File: src/rtl/send_queue_byte_budget_core_assert.svh
// ----------------------------------------------------------------------------
// send queue byte budget assertion macros
// shared concurrent assertion forms for the send queue rtl
// ----------------------------------------------------------------------------
`ifndef SEND_QUEUE_BYTE_BUDGET_CORE_ASSERT_SVH
`define SEND_QUEUE_BYTE_BUDGET_CORE_ASSERT_SVH

// same-cycle implication
`define SQBB_ASSERT_NOW(lbl, clk, rst, ante, cons, msg) \
   lbl: assert property (@(posedge clk) disable iff (rst) (ante) |-> (cons)) \
      else $error(msg);

// next-cycle implication
`define SQBB_ASSERT_NEXT(lbl, clk, rst, ante, cons, msg) \
   lbl: assert property (@(posedge clk) disable iff (rst) (ante) |=> (cons)) \
      else $error(msg);

`endif

File: src/rtl/sqbb_pkg.sv
// ----------------------------------------------------------------------------
// sqbb_pkg
// types, widths and codes shared by the send queue byte budget rtl
// ----------------------------------------------------------------------------
package sqbb_pkg;

   localparam int DEPTH_DEFAULT = 16;

   localparam int KIND_W  = 2;
   localparam int LEN_W   = 16;
   localparam int ATT_W   = 16;
   localparam int ID_W    = 32;
   localparam int ITEMS_W = 5;
   localparam int BYTES_W = 21;
   localparam int ERR_W   = 4;
   localparam int CSR_IDX_W  = 2;
   localparam int CSR_DATA_W = BYTES_W;

   localparam logic [ITEMS_W-1:0] MAX_ITEMS_RESET = ITEMS_W'(16);
   localparam logic [BYTES_W-1:0] MAX_BYTES_RESET = BYTES_W'(1048576);

   localparam logic [CSR_IDX_W-1:0] CSR_MAX_ITEMS = CSR_IDX_W'(0);
   localparam logic [CSR_IDX_W-1:0] CSR_MAX_BYTES = CSR_IDX_W'(1);

   typedef enum logic [KIND_W-1:0] {
      KIND_ENQUEUE  = 2'd0,
      KIND_WRITTEN  = 2'd1,
      KIND_COMPLETE = 2'd2,
      KIND_CANCEL   = 2'd3
   } kind_type;

   typedef enum logic [ERR_W-1:0] {
      ERR_NONE       = 4'd0,
      ERR_EMPTY_LOAD = 4'd1,
      ERR_FULL       = 4'd2,
      ERR_BUDGET     = 4'd3,
      ERR_QUEUE_EMPTY = 4'd4,
      ERR_FAILED     = 4'd5,
      ERR_INCOMPLETE = 4'd6,
      ERR_ZERO_BYTES = 4'd7,
      ERR_OVERSHOOT  = 4'd8
   } err_type;

   typedef struct packed {
      logic [LEN_W-1:0] len;
      logic [ID_W-1:0]  ident;
   } entry_type;

   typedef struct packed {
      logic push;
      logic pop;
   } store_cmd_type;

   typedef struct packed {
      logic [BYTES_W-1:0] total;
      logic [ID_W-1:0]    last_id;
      logic [LEN_W-1:0]   head_off;
      logic [ATT_W-1:0]   head_att;
   } core_state_type;

   typedef struct packed {
      logic               accepted;
      err_type            error_code;
      logic [ID_W-1:0]    new_item_id;
      logic [BYTES_W-1:0] outstanding;
      logic [ID_W-1:0]    head_id;
      logic [LEN_W-1:0]   head_remaining;
      logic [ATT_W-1:0]   head_attempts;
   } result_type;

endpackage

File: src/rtl/sqbb_store.sv
// ----------------------------------------------------------------------------
// sqbb_store
// entry line: written at the fill position, shifted toward slot zero on pop,
// so the head is always slot zero and the following entry slot one
// ----------------------------------------------------------------------------
module sqbb_store #(
   parameter int DEPTH = sqbb_pkg::DEPTH_DEFAULT,
   parameter int IDX_W = (DEPTH > 1) ? $clog2(DEPTH) : 1
) (
   input  logic                    clock,
   input  sqbb_pkg::store_cmd_type cmd,
   input  logic [IDX_W-1:0]        wr_index,
   input  sqbb_pkg::entry_type     wr_entry,
   output sqbb_pkg::entry_type     head_entry,
   output sqbb_pkg::entry_type     next_entry
);
   import sqbb_pkg::*;

   entry_type slot_ff [DEPTH];

   always_ff @(posedge clock) begin
      for (int i = 0; i < DEPTH; i++) begin
         if (cmd.push && (wr_index == IDX_W'(i))) begin
            slot_ff[i] <= wr_entry;
         end else if (cmd.pop && (i < DEPTH - 1)) begin
            slot_ff[i] <= slot_ff[(i < DEPTH - 1) ? i + 1 : i];
         end
      end
   end

   assign head_entry = slot_ff[0];

   generate
      if (DEPTH > 1) begin : g_next
         assign next_entry = slot_ff[1];
      end else begin : g_no_next
         assign next_entry = '0;
      end
   endgenerate

endmodule

File: src/rtl/sqbb_exec.sv
// ----------------------------------------------------------------------------
// sqbb_exec
// per-request decision logic: checks, next counters, entry line command and
// the post-request view of the queue head
// ----------------------------------------------------------------------------
module sqbb_exec #(
   parameter int DEPTH = sqbb_pkg::DEPTH_DEFAULT,
   parameter int CNT_W = $clog2(DEPTH + 1)
) (
   input  sqbb_pkg::kind_type             kind,
   input  logic [sqbb_pkg::LEN_W-1:0]     payload_length,
   input  logic [sqbb_pkg::LEN_W-1:0]     written_bytes,
   input  logic                           success,
   input  logic [sqbb_pkg::ITEMS_W-1:0]   max_items,
   input  logic [sqbb_pkg::BYTES_W-1:0]   max_bytes,
   input  logic [CNT_W-1:0]               count,
   input  sqbb_pkg::core_state_type       state,
   input  sqbb_pkg::entry_type            head_entry,
   input  sqbb_pkg::entry_type            next_entry,
   output logic [CNT_W-1:0]               count_next,
   output logic [CNT_W-1:0]               cancelled,
   output sqbb_pkg::core_state_type       state_next,
   output sqbb_pkg::store_cmd_type        cmd,
   output sqbb_pkg::entry_type            wr_entry,
   output sqbb_pkg::result_type           result
);
   import sqbb_pkg::*;

   localparam int LIM_W = (CNT_W > ITEMS_W) ? CNT_W : ITEMS_W;

   logic [LIM_W-1:0]   limit;
   logic [LIM_W-1:0]   items_ext;
   logic [BYTES_W-1:0] budget;
   logic [BYTES_W:0]   sum;
   logic [LEN_W-1:0]   head_rem;
   logic [ID_W-1:0]    id_inc;
   logic [ATT_W-1:0]   att_bump;
   logic [LEN_W-1:0]   sel_len;
   logic [ID_W-1:0]    sel_id;
   logic               enq_empty;

   always_comb begin
      items_ext = LIM_W'(max_items);
      if (items_ext == '0) begin
         limit = LIM_W'(1);
      end else if (items_ext > LIM_W'(DEPTH)) begin
         limit = LIM_W'(DEPTH);
      end else begin
         limit = items_ext;
      end
      budget = (max_bytes == '0) ? BYTES_W'(1) : max_bytes;
   end

   assign sum      = {1'b0, state.total} + (BYTES_W + 1)'(payload_length);
   assign head_rem = head_entry.len - state.head_off;
   assign id_inc   = state.last_id + ID_W'(1);
   assign att_bump = (state.head_att == '1) ? state.head_att : state.head_att + ATT_W'(1);

   assign wr_entry.len   = payload_length;
   assign wr_entry.ident = id_inc;

   always_comb begin
      count_next = count;
      cancelled  = '0;
      state_next = state;
      cmd        = '0;
      enq_empty  = 1'b0;
      result     = '0;
      result.error_code = ERR_NONE;
      case (kind)
         KIND_ENQUEUE: begin
            if (payload_length == '0) begin
               result.error_code = ERR_EMPTY_LOAD;
            end else if (LIM_W'(count) >= limit) begin
               result.error_code = ERR_FULL;
            end else if (sum > {1'b0, budget}) begin
               result.error_code = ERR_BUDGET;
            end else begin
               cmd.push           = 1'b1;
               enq_empty          = (count == '0);
               count_next         = count + CNT_W'(1);
               state_next.total   = sum[BYTES_W-1:0];
               state_next.last_id = id_inc;
               result.new_item_id = id_inc;
               result.accepted    = 1'b1;
            end
         end
         KIND_WRITTEN: begin
            if (count == '0) begin
               result.error_code = ERR_QUEUE_EMPTY;
            end else if (written_bytes == '0) begin
               result.error_code = ERR_ZERO_BYTES;
            end else if (written_bytes > head_rem) begin
               state_next.head_att = att_bump;
               result.error_code   = ERR_OVERSHOOT;
            end else begin
               state_next.head_off = state.head_off + written_bytes;
               state_next.total    = (BYTES_W'(written_bytes) >= state.total) ? '0 :
                                     state.total - BYTES_W'(written_bytes);
               result.accepted     = 1'b1;
            end
         end
         KIND_COMPLETE: begin
            if (count == '0) begin
               result.error_code = ERR_QUEUE_EMPTY;
            end else if (!success) begin
               state_next.head_att = att_bump;
               result.error_code   = ERR_FAILED;
            end else if (state.head_off < head_entry.len) begin
               state_next.head_att = att_bump;
               result.error_code   = ERR_INCOMPLETE;
            end else begin
               cmd.pop             = 1'b1;
               count_next          = count - CNT_W'(1);
               state_next.head_off = '0;
               state_next.head_att = '0;
               result.accepted     = 1'b1;
            end
         end
         KIND_CANCEL: begin
            cancelled           = count;
            count_next          = '0;
            state_next.total    = '0;
            state_next.head_off = '0;
            state_next.head_att = '0;
            result.accepted     = 1'b1;
         end
         default: begin
            result.error_code = ERR_NONE;
         end
      endcase

      // head after this request
      if (cmd.pop) begin
         sel_len = next_entry.len;
         sel_id  = next_entry.ident;
      end else if (enq_empty) begin
         sel_len = payload_length;
         sel_id  = id_inc;
      end else begin
         sel_len = head_entry.len;
         sel_id  = head_entry.ident;
      end
      result.outstanding = state_next.total;
      if (count_next != '0) begin
         result.head_id        = sel_id;
         result.head_remaining = sel_len - state_next.head_off;
         result.head_attempts  = state_next.head_att;
      end
   end

endmodule

File: src/rtl/send_queue_byte_budget_core.sv
// the response to an accepted request is registered and shows on the rsp port in the cycle after
// throughput: one request per cycle while the response port is not stalled, set by the
// single decision pass between the queue state registers and the response register
// reset: synchronous, clears the queue, counters, id counter and limits to
// their defaults; entry contents are not cleared and no clearing pass is run
// ----------------------------------------------------------------------------
// send_queue_byte_budget_core
// transmit descriptor queue with an entry limit and an outstanding byte budget
// ----------------------------------------------------------------------------
`include "send_queue_byte_budget_core_assert.svh"

module send_queue_byte_budget_core #(
   parameter int DEPTH = sqbb_pkg::DEPTH_DEFAULT,
   parameter int CNT_W = $clog2(DEPTH + 1),
   parameter int IDX_W = (DEPTH > 1) ? $clog2(DEPTH) : 1
) (
   input  logic                              clock,
   input  logic                              reset,

   input  logic                              csr_write,
   input  logic [sqbb_pkg::CSR_IDX_W-1:0]    csr_index,
   input  logic [sqbb_pkg::CSR_DATA_W-1:0]   csr_wdata,

   input  logic                              req_valid,
   output logic                              req_stall,
   input  logic [sqbb_pkg::KIND_W-1:0]       req_kind,
   input  logic [sqbb_pkg::LEN_W-1:0]        req_payload_length,
   input  logic [sqbb_pkg::LEN_W-1:0]        req_written_bytes,
   input  logic                              req_success,

   output logic                              rsp_valid,
   input  logic                              rsp_stall,
   output logic                              rsp_accepted,
   output logic [sqbb_pkg::ERR_W-1:0]        rsp_error_code,
   output logic [sqbb_pkg::ID_W-1:0]         rsp_new_item_id,
   output logic [CNT_W-1:0]                  rsp_cancelled_count,
   output logic [CNT_W-1:0]                  rsp_pending_count,
   output logic [sqbb_pkg::BYTES_W-1:0]      rsp_outstanding_bytes,
   output logic [sqbb_pkg::ID_W-1:0]         rsp_head_id,
   output logic [sqbb_pkg::LEN_W-1:0]        rsp_head_remaining,
   output logic [sqbb_pkg::ATT_W-1:0]        rsp_head_attempts
);
   import sqbb_pkg::*;

   logic [ITEMS_W-1:0] max_items_ff;
   logic [BYTES_W-1:0] max_bytes_ff;

   logic [CNT_W-1:0]   count_ff;
   logic [CNT_W-1:0]   count_in;
   core_state_type     state_ff;
   core_state_type     state_in;

   logic               rsp_valid_ff;
   result_type         rsp_result_ff;
   logic [CNT_W-1:0]   rsp_cancelled_ff;
   logic [CNT_W-1:0]   rsp_pending_ff;

   logic               req_accept;
   store_cmd_type      exec_cmd;
   store_cmd_type      store_cmd;
   entry_type          wr_entry;
   entry_type          head_entry;
   entry_type          next_entry;
   logic [CNT_W-1:0]   cancelled;
   result_type         result;

   assign req_stall  = rsp_valid_ff && rsp_stall;
   assign req_accept = req_valid && !req_stall;

   sqbb_exec #(
      .DEPTH (DEPTH),
      .CNT_W (CNT_W)
   ) u_exec (
      .kind           (kind_type'(req_kind)),
      .payload_length (req_payload_length),
      .written_bytes  (req_written_bytes),
      .success        (req_success),
      .max_items      (max_items_ff),
      .max_bytes      (max_bytes_ff),
      .count          (count_ff),
      .state          (state_ff),
      .head_entry     (head_entry),
      .next_entry     (next_entry),
      .count_next     (count_in),
      .cancelled      (cancelled),
      .state_next     (state_in),
      .cmd            (exec_cmd),
      .wr_entry       (wr_entry),
      .result         (result)
   );

   always_comb begin
      store_cmd.push = exec_cmd.push && req_accept;
      store_cmd.pop  = exec_cmd.pop && req_accept;
   end

   sqbb_store #(
      .DEPTH (DEPTH),
      .IDX_W (IDX_W)
   ) u_store (
      .clock      (clock),
      .cmd        (store_cmd),
      .wr_index   (count_ff[IDX_W-1:0]),
      .wr_entry   (wr_entry),
      .head_entry (head_entry),
      .next_entry (next_entry)
   );

   always_ff @(posedge clock) begin
      if (reset) begin
         max_items_ff <= MAX_ITEMS_RESET;
         max_bytes_ff <= MAX_BYTES_RESET;
      end else if (csr_write) begin
         case (csr_index)
            CSR_MAX_ITEMS: max_items_ff <= csr_wdata[ITEMS_W-1:0];
            CSR_MAX_BYTES: max_bytes_ff <= csr_wdata[BYTES_W-1:0];
            default: begin
            end
         endcase
      end
   end

   always_ff @(posedge clock) begin
      if (reset) begin
         count_ff     <= '0;
         state_ff     <= '0;
         rsp_valid_ff <= 1'b0;
      end else begin
         if (req_accept) begin
            count_ff <= count_in;
            state_ff <= state_in;
         end
         if (req_accept) begin
            rsp_valid_ff <= 1'b1;
         end else if (!rsp_stall) begin
            rsp_valid_ff <= 1'b0;
         end
      end
   end

   always_ff @(posedge clock) begin
      if (req_accept) begin
         rsp_result_ff    <= result;
         rsp_cancelled_ff <= cancelled;
         rsp_pending_ff   <= count_in;
      end
   end

   assign rsp_valid             = rsp_valid_ff;
   assign rsp_accepted          = rsp_result_ff.accepted;
   assign rsp_error_code        = rsp_result_ff.error_code;
   assign rsp_new_item_id       = rsp_result_ff.new_item_id;
   assign rsp_cancelled_count   = rsp_cancelled_ff;
   assign rsp_pending_count     = rsp_pending_ff;
   assign rsp_outstanding_bytes = rsp_result_ff.outstanding;
   assign rsp_head_id           = rsp_result_ff.head_id;
   assign rsp_head_remaining    = rsp_result_ff.head_remaining;
   assign rsp_head_attempts     = rsp_result_ff.head_attempts;

   `SQBB_ASSERT_NOW(a_ok_matches_code, clock, reset, rsp_valid_ff, rsp_result_ff.accepted == (rsp_result_ff.error_code == ERR_NONE), "accepted flag disagrees with error code")
   `SQBB_ASSERT_NOW(a_empty_head_clean, clock, reset, count_ff == '0, (state_ff.head_off == '0) && (state_ff.head_att == '0), "head progress left over on empty queue")
   `SQBB_ASSERT_NEXT(a_push_counts, clock, reset, req_accept && exec_cmd.push, count_ff == $past(count_ff) + CNT_W'(1), "enqueue did not raise entry count")
   `SQBB_ASSERT_NOW(a_empty_rsp_head, clock, reset, rsp_valid_ff && (rsp_pending_ff == '0), (rsp_result_ff.head_id == '0) && (rsp_result_ff.head_remaining == '0), "empty queue reports a head")

endmodule

File: config.mk
export PLATFORM = sky130hd
export DESIGN_NAME = send_queue_byte_budget_core
export DESIGN_NICKNAME = d
export VERILOG_FILES = /design/src/rtl/sqbb_pkg.sv /design/src/rtl/sqbb_store.sv /design/src/rtl/sqbb_exec.sv /design/src/rtl/send_queue_byte_budget_core.sv
export VERILOG_INCLUDE_DIRS = /design/src /design/src/rtl
export SDC_FILE = /design/constraint.sdc
export NUM_CORES = 2
export LEC_CHECK = 0
export ABC_CLOCK_PERIOD_IN_PS = 9790
export BUFFER_PORTS_ARGS = -buffer_cell sky130_fd_sc_hd__buf_2
export CAP_MARGIN = 15
export CORE_MARGIN = 5
export CORE_UTILIZATION = 59
export DETAILED_ROUTE_END_ITERATION = 10
export GPL_TIMING_DRIVEN = 0
export PLACE_DENSITY_LB_ADDON = 0.3
export SYNTH_ARGS = -nofsm -noshare
export SYNTH_HDL_FRONTEND = slang
export SYNTH_SLANG_ARGS = --single-unit
File: constraint.sdc
create_clock -name clock -period 9.79 [get_ports clock]
set_input_delay 0 -clock clock [delete_from_list [all_inputs] [get_ports clock]]
set_output_delay 0 -clock clock [all_outputs]
set_load 0.02 [all_outputs]
== Yosys cells after proc, flatten, opt, wreduce, memory -nomap -nowiden ==
Memory sizes are Yosys's and may differ from the RTL's.
Cells that the tools add are included.
Storage, ports and cells
  output and inout bits: 134
  memories: 1
  memory bits (writable): 768
  logic and storage cells: 250
  input port bits: 63
  register bits: 249
Memory list
  u_store.slot_ff: words 16, bits a word 48, read ports 16, clocked after Yosys merged registers in 0, write ports 15, RTL line sqbb_store.sv:19  | entry_type slot_ff [DEPTH];
Cells by class
  magnitude comparators: 6
  $add $sub $neg: 9
  reductions and logical operators: 35
  eq/ne operators: 21
  multiplexer cells: 142
  bitwise operators: 19
Operator list (number)
  2-to-1 mux 48 bit: 16
  2-to-1 mux 32 bit: 5
  2-to-1 mux 53 bit: 3
  2-to-1 mux 16 bit: 9
  2-to-1 mux 21 bit: 5
  one-hot mux 32 bit (3 select lines): 1
  2-to-1 mux 1 bit: 81
  one-hot mux 21 bit (3 select lines): 1
  OR reduction 48 bit: 1
  2-to-1 mux 5 bit: 8
  adder 32 x 1 -> 32 bit (second input constant): 1
  equality test 4 bit (second input constant): 8
  logical NOT 16 bit: 2
  2-to-1 mux 4 bit: 8
  subtractor 16 bit: 2
  adder 21 x 16 -> 22 bit: 1
  greater-than comparator 22 x 21 -> 1 bit: 1
  >= comparator 16 x 21 -> 1 bit: 1
  logical NOT 21 bit: 1
  subtractor 21 x 16 -> 21 bit: 1
  logical AND 1 bit: 20
  adder 16 x 1 -> 16 bit (second input constant): 1
  adder 16 bit: 1
  equality test 16 bit (second input constant): 1
  other kinds (27): 53

== Depth between registers and ports, before layout ==
  depth in word-level cells: 13
  depth in mapped cells: 35
  depth with buffers taken out: 34

== Hierarchy ==
Synthesis repeated with hierarchy kept, for this count alone.
Second synthesis, totals
  cells, all modules: 3899
  area total of the unflattened synthesis: 51483.1 um2
By module, submodules not included
  sqbb_store: instances 1, area an instance 32899.1 um2, sequential area each 23062.1 um2, cells each 1751
  sqbb_exec: instances 1, area an instance 9426.5 um2, sequential area each 0.0 um2, cells each 1508
  send_queue_byte_budget_core: instances 1, area an instance 9157.5 um2, sequential area each 6306.0 um2, cells each 640

== Least setup slack after synthesis ==
No wires, ideal clock.
  kind: register to register
  start: register state_ff[64] in the netlist's numbering
  end: memory u_store.slot_ff[1][144] in the netlist's numbering (enable)
  path buffers: 2
  data required time: 9.270 ns
  library setup time: 0.520 ns
  setup slack: 1.098 ns
  stages on the path, launching flop included: 23
  data arrival time: 8.172 ns
  clock period less this slack: 8.692 ns
  cells stage by stage: dfxtp_1 ha_1 fa_1 a21o_1 a21oi_1 o21a_1 o41ai_1 a21oi_1 o22ai_1 o221a_2 and2_1 xor2_1 ha_1 a2111oi_0 o21ai_0 a21o_1 o21ai_0 o2111ai_2 nor2_1 clkbuf_1 buf_1 nand2_1 o21ai_0
RTL lines
  from (decl): RTL line send_queue_byte_budget_core.sv:50  | core_state_type state_ff;
  from (signal assigned): RTL line send_queue_byte_budget_core.sv:131  | state_ff <= state_in;
  to (decl): RTL line sqbb_store.sv:19

== Final worst setup path ==
  start: register state_ff[64] in the netlist's numbering
  end: register rsp_result_ff (netlist bit rsp_head_remaining[14]), data pin
Between the ends
  longest elaborated chain between the ends: 9
  elaborated cells between the ends (all ways): 14
  classes of those cells: 2 x add/sub; 1 x order compare; 10 x mux; 1 x reduce/logical
RTL lines
  adder 21 x 16 -> 22 bit *: RTL line sqbb_exec.sv:54  | assign sum = {1'b0, state.total} + (BYTES_W + 1)'(payload_length);
  greater-than comparator 22 x 21 -> 1 bit *: RTL line sqbb_exec.sv:76  | end else if (sum > {1'b0, budget}) begin
  2-to-1 mux 1 bit: RTL line sqbb_exec.sv:76
  2-to-1 mux 1 bit: RTL line sqbb_exec.sv:74  | end else if (LIM_W'(count) >= limit) begin
  2-to-1 mux 1 bit: RTL line sqbb_exec.sv:72  | if (payload_length == '0) begin
  2-to-1 mux 1 bit: RTL line sqbb_exec.sv:70  | case (kind)
  2-to-1 mux 16 bit: RTL line sqbb_exec.sv:137  | end else if (enq_empty) begin
  2-to-1 mux 16 bit: RTL line sqbb_exec.sv:134  | if (cmd.pop) begin
  subtractor 16 bit: RTL line sqbb_exec.sv:147  | result.head_remaining = sel_len - state_next.head_off;
  to (signal assigned): RTL line send_queue_byte_budget_core.sv:143  | rsp_result_ff <= result;
  to (decl): RTL line send_queue_byte_budget_core.sv:54  | result_type rsp_result_ff;
Every way passes the cells marked *; elsewhere a longest branch is shown, timed or not.
A chain may end at the register's enable or synchronous reset.

==> results.ini <==
[status]
status = completed

[cells_and_area]
area_growth_pct = 16.1
nNetsFinal = 4308
fillers = 5522
final_util = 0.688
drive_gt1_frac = 0.108

[worst_setup_path]
critPathKind = flip-flop to flip-flop
worst-path-max-fanout = 10
critPathRequiredTime_ns = 10.19
cp-end-kind = flip-flop
path_buf_inv = 2
startpoint_type = flip-flop
crit_slowest_cell = a2111oi_4
path_delay_family = compound AO/OA/AOI/OAI gates
max_stage_delay_ns = 0.79
arrival_ns = 9.68
worst_path_most_repeated_cell = a21oi_1

[floorplan]
core_area_um2 = 78600
die_w_um = 291
die-area_um2 = 84600
rows = 103
initial_core_util = 0.592
pin_count = 197
dieHeight_um = 291

[route]
wl_per_cell_um = 24.6
wl_um = 129000
drtIter0Drc = 3951
via_count = 32800
first_pass_iters = 8
via_per_inst = 6.25
route.detailed.drc = 0
ant_nets = 0

[clock_network]
worstSkewPairLatency_ns = 0.67
clockRootBuffer = clkbuf_16
numCtsBuffers = 102
clock-sinks = 1017
cts_tree = yes
cts.htree.levels = 3
path_clk_slew_ns = 0.07
clockBufferDepth = 3

[sta]
setup_viol = 0
slew_headroom = 0.159
final_hold_viol_count = 0
fin_skew_ns = 0.0277
tns_ns = 0
min_period_over_period = 0.948
slew_violations = 0
setup_slack_ns = 0.508
fin_crit_ns = 9.28
max_freq_ghz = 0.108
rsz0062_at_grt = false
worst_slew_pin_slew_ns = 1.26

[logic_synthesis]
synth.distinct_cells = 83
yosysSeqAreaShare = 0.631
yosys_warnings = 0
synthFlopType = edfxtp_1
synth_edf_count = 900
syn_inst = 3713
synthArstFlopShare = 0
syn_area_um2 = 46600
synth.top_cells.by_count = 900 x edfxtp_1, 467 x o21a_1, 303 x nor2_1
syn_area_per_cell_um2 = 12.5
synth_top_area_cell = edfxtp_1
ys_ff_latch = 1017
yosysMostFrequentCell = edfxtp_1
yosys-top-cells-area = edfxtp_1 58%, o21a_1 7.5%, dfxtp_1 5.0%
syn-num-nets = 3909
synth_top_area_frac = 0.581

[grt]
grt_usage = 0.297
grt_pass1_wl_um = 194000
grt_max_degree = 51
grt_pass1_vias = 32100
gr-total-overflow = 0
grt_antenna_before_repair = 5

[power]
finalPower_mw = 10.2
p_per_area_nw_per_um2 = 189
p_leak_nw = 20.8
peakVddDrop_mv = 0.207

[placement]
place_congestion = 0.939
post-place-ws_ns = 0.572
dp_hpwl_um = 91000
numPortBuffers = 194

[job]
maxCapViolCount = 0

[worst_hold_path]
hold_path_class = primary input to flip-flop

==> layout by cell type (no fill, tap or decap), types with 15 or more instances in the layout <==
| master | count |
|---|---|
| a211oi_1 | 71 |
| a21o_1 | 302 |
| a21oi_1 | 146 |
| and2_1 | 35 |
| and3_1 | 29 |
| and4_1 | 16 |
| buf_1 | 24 |
| buf_16 | 24 |
| buf_2 | 206 |
| bufinv_16 | 16 |
| clkbuf_1 | 214 |
| clkbuf_16 | 105 |
| clkinv_1 | 25 |
| clkinv_2 | 22 |
| dfxtp_1 | 117 |
| dlygate4sd3_1 | 65 |
| edfxtp_1 | 900 |
| ha_1 | 128 |
| inv_1 | 143 |
| mux2i_1 | 32 |
| nand2_1 | 196 |
| nand2b_1 | 16 |
| nand3_1 | 53 |
| nand4_1 | 26 |
| nor2_1 | 302 |
| nor2b_1 | 20 |
| nor3_1 | 37 |
| nor4_1 | 19 |
| o21a_1 | 467 |
| o21ai_0 | 71 |
| o21ai_4 | 15 |
| xnor2_1 | 62 |
| xor2_1 | 62 |
==> registers in the layout, indices dropped and copies added (netlist names), 16 cells and up <==
| name | flops |
|---|---|
| max_bytes_ff | 21 |
| rsp_head_attempts | 16 |
| rsp_head_remaining | 16 |
| rsp_head_id | 32 |
| rsp_outstanding_bytes | 21 |
| u_store.slot_ff | 768 |
| state_ff | 85 |
| rsp_new_item_id | 32 |
==> tightest hold or removal path, delay by kind of cell <==
kind	cells	cell delay, ns
fa+ha+maj	1	0.24
buf+inv	1	0.19
xor+xnor	1	0.11
simple gates	1	0.08
compound gates	1	0.06
==> logic make-up (layout without fill, tap and decap cells) <==
kind of cell / after synthesis / after routing / synth area share
fa+ha+maj: 133 / 133 / 0.0366
compound gates: 1234 / 1234 / 0.191
buf+inv: 387 / 874 / 0.0325
xor+xnor: 124 / 124 / 0.0233
flops: 1017 / 1017 / 0.631
simple gates: 785 / 785 / 0.0784
other cells: 0 / 1 / 0
mux: 33 / 33 / 0.00718
==> per-layer routing <==
| metal | GRT usage | part of all wire | wire (um) |
|---|---|---|---|
| met1 | 0.398 | 0.39 | 50300 |
| met2 | 0.482 | 0.47 | 60300 |
| met3 | 0.0555 | 0.092 | 11900 |
| met4 | 0.127 | 0.050 | 6410 |
| met5 | 0 | 0.000093 | 12 |
==> area by class of cell <==
| cell class | count | area (um2) | share of cell area |
|---|---|---|---|
| multi-input combinational | 2309 | 15900 | 0.293 |
| buffer | 243 | 976 | 0.0181 |
| clock buffer | 120 | 2690 | 0.0498 |
| tap | 1050 | 1310 | 0.0243 |
| sequential | 1017 | 29400 | 0.543 |
| inverter | 144 | 541 | 0.0100 |
| antenna | 1 | 2.50 | 0.0000463 |
| timing repair buffer | 295 | 2500 | 0.0463 |
| clock inverter | 72 | 811 | 0.0150 |
==> where the power goes <==
| group | internal, mW | total, mW | switching [mW] |
|---|---|---|---|
| Sequential | 4.86 | 4.92 | 0.0623 |
| Clock | 2.39 | 4.07 | 1.68 |
| Combinational | 0.432 | 1.24 | 0.812 |
| Total | 7.68 | 10.2 | 2.55 |
==> path summary, 6_finish.rpt <==
path                                          endpoint  slack, ns  cells past startpoint                   from
worst min-delay path                      state_ff[28]       0.07                      5  req_written_bytes[12]
worst max register to register  rsp_head_remaining[14]       0.51                     33           state_ff[64]
worst max-delay path            rsp_head_remaining[14]       0.51                     33           state_ff[64]
worst min register to register         max_bytes_ff[4]       0.48                      2        max_bytes_ff[4]
==> through the flow <==
stage / hold slack [ns] / std cells / cell area, um2
final: 0.0734 / 5251 / 54100
after global routing: 0.115 / 5250 / 54100
after CTS: 0.0254 / 5249 / 54100
after detailed placement: 0.213 / 4992 / 49900
after global placement: 0.216 / 4957 / 48800
after floorplan: 0.0989 / 3713 / 46600
==> what timing repair did <==
action / 4_1_cts / 5_1_grt
hold endpoints to repair: 53 / 0
buffers inserted: 0 / 0
hold buffers: 65 / 0
setup endpoints to repair: 0 / 2
resized for setup: 0 / 2
No activity file was read; power rests on OpenSTA's default activity.
